<file path="config.mk">
export PLATFORM = sky130hd
export DESIGN_NAME = wear_level_position_log
export DESIGN_NICKNAME = d
export VERILOG_FILES = /design/src/sv/wlpl_pkg.sv /design/src/sv/wlpl_ram.sv /design/src/sv/wlpl_cmp.sv /design/src/sv/wear_level_position_log.sv
export SDC_FILE = /design/constraint.sdc
export NUM_CORES = 1
export LEC_CHECK = 0
export ABC_CLOCK_PERIOD_IN_PS = 4000
export BUFFER_PORTS_ARGS = -buffer_cell sky130_fd_sc_hd__buf_2
export CORE_MARGIN = 3
export CORE_UTILIZATION = 60
export DETAILED_ROUTE_END_ITERATION = 16
export GPL_TIMING_DRIVEN = 0
export PLACE_DENSITY = 0.84
export REMOVE_ABC_BUFFERS = 1
export SLEW_MARGIN = 20
export SYNTH_ARGS = -nofsm -noshare
export SYNTH_HDL_FRONTEND = slang
export SYNTH_SLANG_ARGS = --single-unit
export TNS_END_PERCENT = 20
</file>
<file path="constraint.sdc">
create_clock -name aclk -period 4 [get_ports aclk]
set_input_delay 0.2 -clock aclk [delete_from_list [all_inputs] [get_ports aclk]]
set_output_delay 0.2 -clock aclk [all_outputs]
set_load 0.02 [all_outputs]
</file>
<file path="src/sv/wlpl_pkg.sv">
// Shared types and constants for the wear-level position log.
package wlpl_pkg;

    localparam int SLOT_W = 6;
    localparam int SEQ_W  = 8;
    localparam int POS_W  = 8;

    localparam logic [SEQ_W-1:0] ERASED_SEQ = 8'hFF;
    localparam logic [SEQ_W-1:0] HALF_RANGE = 8'h80;
    localparam logic [SEQ_W-1:0] FIRST_SEQ  = 8'h01;

    typedef enum logic {
        CMD_LOAD  = 1'b0,
        CMD_STORE = 1'b1
    } cmd_t;

    typedef struct packed {
        logic             cmd;
        logic [POS_W-1:0] position;
    } in_t;

    typedef struct packed {
        logic [POS_W-1:0]  newest_position;
        logic              found;
        logic [SLOT_W-1:0] slot_written;
        logic [SEQ_W-1:0]  seq_written;
    } out_t;

    // Running newest-slot state kept by the compare unit
    typedef struct packed {
        logic              any;
        logic [SEQ_W-1:0]  seq;
        logic [POS_W-1:0]  pos;
        logic [SLOT_W-1:0] slot;
    } best_t;

endpackage

</file>
<file path="src/sv/wlpl_ram.sv">
// Generic single-write, single-read RAM with registered read data.
module wlpl_ram #(
    parameter int WIDTH = 16,
    parameter int DEPTH = 8,
    parameter int AW    = (DEPTH > 1) ? $clog2(DEPTH) : 1
) (
    input  logic             aclk,
    input  logic             we,
    input  logic [AW-1:0]    waddr,
    input  logic [WIDTH-1:0] wdata,
    input  logic [AW-1:0]    raddr,
    output logic [WIDTH-1:0] rdata
);

    logic [WIDTH-1:0] mem_reg [DEPTH];
    logic [WIDTH-1:0] rdata_reg;

    always_ff @(posedge aclk) begin
        if (we) begin
            mem_reg[waddr] <= wdata;
        end
        rdata_reg <= mem_reg[raddr];
    end

    assign rdata = rdata_reg;

endmodule

</file>
<file path="src/sv/wlpl_cmp.sv">
// Shared sequence compare unit: tracks the newest non-empty slot over a scan.
module wlpl_cmp (
    input  logic                      aclk,
    input  logic                      aresetn,
    input  logic                      clear,
    input  logic                      en,
    input  logic [wlpl_pkg::SEQ_W-1:0]  seq,
    input  logic [wlpl_pkg::POS_W-1:0]  pos,
    input  logic [wlpl_pkg::SLOT_W-1:0] idx,
    output wlpl_pkg::best_t           best
);
    import wlpl_pkg::*;

    best_t            best_reg;
    best_t            best_next;
    logic [SEQ_W-1:0] diff;
    logic             take;

    // Modular distance below half range means newer; ties go to the later slot
    assign diff = seq - best_reg.seq;
    assign take = (seq != ERASED_SEQ) && (!best_reg.any || (diff < HALF_RANGE));

    always_comb begin
        best_next = best_reg;
        if (clear) begin
            best_next = '0;
        end else if (en && take) begin
            best_next.any  = 1'b1;
            best_next.seq  = seq;
            best_next.pos  = pos;
            best_next.slot = idx;
        end
    end

    always_ff @(posedge aclk) begin
        if (!aresetn) begin
            best_reg <= '0;
        end else begin
            best_reg <= best_next;
        end
    end

    assign best = best_reg;

endmodule

</file>
<file path="src/sv/wear_level_position_log.sv">
// Top level of the wear-level position log: sequencer, slot RAM and compare unit.
//
// Each command (load or store) scans every slot for the newest entry, one slot
// per cycle through a single sequence comparator fed by the slot RAM's
// registered read port, then finishes in a finish state that writes the new
// slot on a store and loads the result register. s_ready is low from
// acceptance until the result is loaded, and the block takes one item at a
// time. The finish state waits while an earlier result is still held on the
// m_ side. Slots read as erased after reset through per-slot valid flags, so
// no clearing pass is needed.
module wear_level_position_log #(
    parameter int SLOT_COUNT = 8
) (
    input  logic           aclk,
    input  logic           aresetn,
    input  logic           s_valid,
    output logic           s_ready,
    input  wlpl_pkg::in_t  s_data,
    output logic           m_valid,
    input  logic           m_ready,
    output wlpl_pkg::out_t m_data
);
    import wlpl_pkg::*;

    localparam int IDX_W = (SLOT_COUNT > 1) ? $clog2(SLOT_COUNT) : 1;
    localparam int CNT_W = $clog2(SLOT_COUNT + 1);
    localparam logic [CNT_W-1:0]  CNT_END   = CNT_W'(SLOT_COUNT);
    localparam logic [SLOT_W-1:0] LAST_SLOT = SLOT_W'(SLOT_COUNT - 1);

    typedef enum logic [1:0] {
        ST_IDLE,
        ST_SCAN,
        ST_FINISH
    } state_t;

    state_t            state_reg, state_next;
    logic [CNT_W-1:0]  scan_cnt_reg, scan_cnt_next;
    logic [IDX_W-1:0]  eval_idx_reg, eval_idx_next;
    logic              rd_vld_reg, rd_vld_next;
    logic              slot_vld_q_reg, slot_vld_q_next;
    logic [SLOT_COUNT-1:0] valid_reg, valid_next;
    logic              cmd_reg, cmd_next;
    logic [POS_W-1:0]  pos_reg, pos_next;
    logic              m_valid_reg, m_valid_next;
    out_t              m_data_reg, m_data_next;

    logic [IDX_W-1:0]  raddr;
    logic [SEQ_W+POS_W-1:0] rdata;
    logic              we;
    logic [IDX_W-1:0]  waddr;
    logic [SLOT_W-1:0] wslot;
    logic [SEQ_W-1:0]  wseq;
    logic              cmp_clear;
    logic              cmp_en;
    logic [SEQ_W-1:0]  cmp_seq;
    best_t             best;
    logic              accept;
    logic              out_free;

    assign accept   = s_valid && s_ready;
    assign out_free = !m_valid_reg || m_ready;
    assign s_ready  = (state_reg == ST_IDLE);
    assign raddr    = scan_cnt_reg[IDX_W-1:0];

    // A slot never written reads as erased
    assign cmp_seq   = slot_vld_q_reg ? rdata[SEQ_W+POS_W-1:POS_W] : ERASED_SEQ;
    assign cmp_en    = (state_reg == ST_SCAN) && rd_vld_reg;
    assign cmp_clear = accept;

    always_comb begin
        if (!best.any) begin
            wslot = '0;
            wseq  = FIRST_SEQ;
        end else begin
            wslot = (best.slot == LAST_SLOT) ? '0 : best.slot + 1'b1;
            wseq  = best.seq + 1'b1;
        end
    end

    assign waddr = wslot[IDX_W-1:0];
    assign we    = (state_reg == ST_FINISH) && out_free && (cmd_reg == CMD_STORE);

    wlpl_ram #(
        .WIDTH (SEQ_W + POS_W),
        .DEPTH (SLOT_COUNT)
    ) u_ram (
        .aclk  (aclk),
        .we    (we),
        .waddr (waddr),
        .wdata ({wseq, pos_reg}),
        .raddr (raddr),
        .rdata (rdata)
    );

    wlpl_cmp u_cmp (
        .aclk    (aclk),
        .aresetn (aresetn),
        .clear   (cmp_clear),
        .en      (cmp_en),
        .seq     (cmp_seq),
        .pos     (rdata[POS_W-1:0]),
        .idx     (SLOT_W'(eval_idx_reg)),
        .best    (best)
    );

    always_comb begin
        state_next      = state_reg;
        scan_cnt_next   = scan_cnt_reg;
        eval_idx_next   = eval_idx_reg;
        rd_vld_next     = 1'b0;
        slot_vld_q_next = slot_vld_q_reg;
        valid_next      = valid_reg;
        cmd_next        = cmd_reg;
        pos_next        = pos_reg;
        m_valid_next    = m_valid_reg && !m_ready;
        m_data_next     = m_data_reg;

        unique case (state_reg)
            ST_IDLE: begin
                if (accept) begin
                    cmd_next      = s_data.cmd;
                    pos_next      = s_data.position;
                    scan_cnt_next = '0;
                    state_next    = ST_SCAN;
                end
            end
            ST_SCAN: begin
                // Issue one slot read per cycle; evaluate it the cycle after
                if (scan_cnt_reg < CNT_END) begin
                    rd_vld_next     = 1'b1;
                    eval_idx_next   = raddr;
                    slot_vld_q_next = valid_reg[raddr];
                    scan_cnt_next   = scan_cnt_reg + 1'b1;
                end else if (rd_vld_reg) begin
                    state_next = ST_FINISH;
                end
            end
            ST_FINISH: begin
                // Hold until the previous result has been taken
                if (out_free) begin
                    m_valid_next                = 1'b1;
                    m_data_next.newest_position = best.any ? best.pos : '0;
                    m_data_next.found           = best.any;
                    m_data_next.slot_written    = '0;
                    m_data_next.seq_written     = '0;
                    if (cmd_reg == CMD_STORE) begin
                        valid_next[waddr]        = 1'b1;
                        m_data_next.slot_written = wslot;
                        m_data_next.seq_written  = wseq;
                    end
                    state_next = ST_IDLE;
                end
            end
            default: begin
                state_next = ST_IDLE;
            end
        endcase
    end

    always_ff @(posedge aclk) begin
        if (!aresetn) begin
            state_reg   <= ST_IDLE;
            rd_vld_reg  <= 1'b0;
            valid_reg   <= '0;
            m_valid_reg <= 1'b0;
        end else begin
            state_reg   <= state_next;
            rd_vld_reg  <= rd_vld_next;
            valid_reg   <= valid_next;
            m_valid_reg <= m_valid_next;
        end
        scan_cnt_reg   <= scan_cnt_next;
        eval_idx_reg   <= eval_idx_next;
        slot_vld_q_reg <= slot_vld_q_next;
        cmd_reg        <= cmd_next;
        pos_reg        <= pos_next;
        m_data_reg     <= m_data_next;
    end

    assign m_valid = m_valid_reg;
    assign m_data  = m_data_reg;

endmodule

</file>
==> impl_metrics.py <==
metrics = {
    "power": {
        "pwr-share-clk_pct": 40.9,
        "powerDensity_nw_per_um2": 483,
        "switching_share_pct": 20.4,
        "power_switching_uw": 951,
        "combPwrFrac_pct": 5.8,
        "ir_drop_mv": 0.362,
        "intPower_uw": 3710,
        "leakage_uw": 0.00325,
        "p_seq_share_pct": 53.3,
    },
    "global_routing": {
        "grt_usage_pct": 22.9,
        "grt_pass1_wl_um": 26100,
        "grt_max_degree": 26,
        "antenna_found_initial": 0,
        "grt-ovfl-total": 0,
        "first_global_vias": 4655,
    },
    "timing": {
        "hold_viol_final": 0,
        "whs_ns": 0.0424,
        "fin_crit_sh_pct": 75.2,
        "slew_headroom_pct": 30.2,
        "finClkSkew_ns": 0.0200,
        "rsz0062_at_grt": "no",
        "min_period_ns": 3.01,
        "setup_viol": 0,
        "tightest_slew_ns": 1.04,
        "tns_ns": 0,
        "fmax_mhz": 333,
        "report.final.slew_viol_count": 0,
    },
    "final_layout": {
        "layout-drive-gt1-share_pct": 27.2,
        "fin_area_um2": 9640,
        "regArea_um2": 5950,
        "n_fill_cell": 832,
        "multi_input_area_um2": 2270,
        "final_cells": 743,
        "syn2layout_area_growth_pct": 15.3,
        "n_antenna_cell": 0,
        "final_net_count": 576,
        "largest_register_ffs": 128,
    },
    "synthesis": {
        "syn_inst": 490,
        "ys_ff_latch": 214,
        "synth_flop_cell": "edfxtp_1",
        "yosysWarnings": 0,
        "syn_area_um2": 8360,
        "synth_top_area_share_pct": 59.6,
        "syn_avg_cell_area_um2": 17.1,
        "synth_top_area_cell": "edfxtp_1",
        "synthTopCellsByArea": "edfxtp_1 (60%), dfxtp_1 (11%), mux4_2 (9.2%)",
        "synth_edf_count": 166,
        "async_reset_ff_share_pct": 0,
        "synth_cell_type_count": 48,
        "seq_area_frac_synth_pct": 71.1,
    },
    "clock_tree": {
        "cts_resized": 0,
        "htreeDepth": 1,
        "tritoncts": "built",
        "cts-root-buf": "clkbuf_16",
        "path_clk_slew_ns": 0.06,
        "clockBufferDepth": 3,
        "clock_sinks": 214,
        "clk_latency_ns": 0.49,
        "cts_buffers": 21,
    },
    "floorplanning": {
        "initial_core_util_pct": 62.2,
        "die_w_um": 124,
        "rows": 42,
        "placeableCoreArea_um2": 13500,
        "die_y_um": 124,
        "die-area_um2": 15400,
        "io_pins": 38,
    },
    "worst_setup_path": {
        "rrSetupSlack_ns": 0.99,
        "endpoint_kind": "flip-flop",
        "critPathArrivalTime_ns": 3.18,
        "worstSetupStartpointType": "flip-flop",
        "crit_type": "flip-flop to flip-flop",
        "cp_data_required_time_ns": 4.17,
        "critical_path.max_fanout": 23,
    },
    "route": {
        "vias": 4615,
        "first_pass_iters": 6,
        "first_iter_violations": 447,
        "drcViolationCount": 0,
        "wl_um": 16700,
        "wire_per_inst_um": 22.4,
        "ant_nets": 0,
        "routed_via_density": 6.21,
    },
    "placement": {
        "port_buffers": 35,
        "placed_area_um2": 8860,
        "dp_hpwl_um": 10700,
        "placed_cells": 695,
        "gp_congestion": 0.887,
    },
    "flow_run": {
        "maxCapViolCount": 0,
    },
    "status": {
        "outcome": "finished, final reports clean",
    },
    "min_path": {
        "min_path_type": "primary input to flip-flop",
    },
}
## power groups by stage
stage                     clock [uW]  sequential [uW]  combinational (uW)
after floorplan                    0             2530                 158
after global placement             0             2570                 190
after detailed placement           0             2530                 255
after CTS                       1930             2480                 265
after global routing            2020             2490                 293
final                           1900             2480                 270
## placed cells by master, fill, tap and decap left out, types with 13 or more instances in the layout
cell | netlist | layout
mux2_2 | 17 | 17
mux4_2 | 34 | 34
nor2_1 | 14 | 13
nand4_1 | 14 | 14
buf_2 | 8 | 39
edfxtp_1 | 166 | 166
clkbuf_16 | 0 | 21
a21oi_1 | 14 | 14
dfxtp_1 | 48 | 48
and2_1 | 19 | 19
## worst max-delay path, stage by stage (launching register included)
cell and delay (ns):
dfxtp_1 0.34, nand2b_1 0.19, nand2b_1 0.25, inv_2 0.42, nand2_1 0.28, nor4b_2 0.63, buf_2 0.32, buf_2 0.24
## layout make-up
class / count / share of cell area, %
Clock buffer: 27 / 5.89
Clock inverter: 10 / 1.03
Inverter: 14 / 0.545
Multi-Input combinational cell: 236 / 23.5
Sequential cell: 214 / 61.7
Tap cell: 176 / 2.28
Timing Repair Buffer: 66 / 5.06
## stage by stage
step / util, % / power (uW) / setup WS, ns
finish: 71.7 / 4660 / 0.994
global route: 71.7 / 4800 / 0.759
detailed placement: 65.9 / 2790 / 1.01
global placement: 64.0 / 2760 / -1.46
CTS: 71.6 / 4680 / 0.983
floorplan: - / 2690 / 0.560
## what timing repair did
| action | CTS | global route |
|---|---|---|
| buffers inserted | 0 | 0 |
| endpoints found under the setup margin | 0 | 0 |
| endpoints found under the hold margin | 10 | 0 |
| hold buffers | 10 | 0 |
## final timing paths
kind,startpoint,end,depth (start not counted)
setup / recovery,state_reg[0],u_ram.mem_reg[6][0],7
setup reg to reg,state_reg[0],u_ram.mem_reg[6][0],7
hold / removal,aresetn,valid_reg[4],2
hold reg to reg,u_cmp.best[9],u_cmp.best[9],2
## cell usage after synthesis (7+ instances only)
library cell and n:
a21oi_1 14, a31oi_1 7, and2_1 19, and3_1 7, buf_2 8, clkbuf_1 12, dfxtp_1 48, edfxtp_1 166
ha_1 10, inv_1 11, mux2_2 17, mux4_2 34, nand2_1 9, nand3_1 7, nand4_1 14, nor2_1 14
nor3_1 12, nor4_1 7, o21a_1 11, o31ai_1 11
## cell families (layout without fill, tap and decap cells)
kind of cell             count (synthesis)  after routing  synth area share (%)
XOR/XNOR                                 9              9                  1.17
adder cells (fa/ha/maj)                 10             10                  1.50
AO/OA/AOI/OAI                           57             57                  4.83
other                                    1              2                0.0448
buffers and inverters                   41            117                  2.36
flip-flops                             214            214                  71.1
AND/OR/NAND/NOR                        107            107                  7.54
multiplexers                            51             51                  11.4
## routing by layer
metal	track usage, %	vias up	wire length [um]
li1	-	2050	-
met3	3.59	51	1310
met1	30.6	2286	6580
met5	0	-	0
met4	9.38	0	544
met2	37.9	228	8220
No activity file was read; power rests on OpenSTA's default activity.
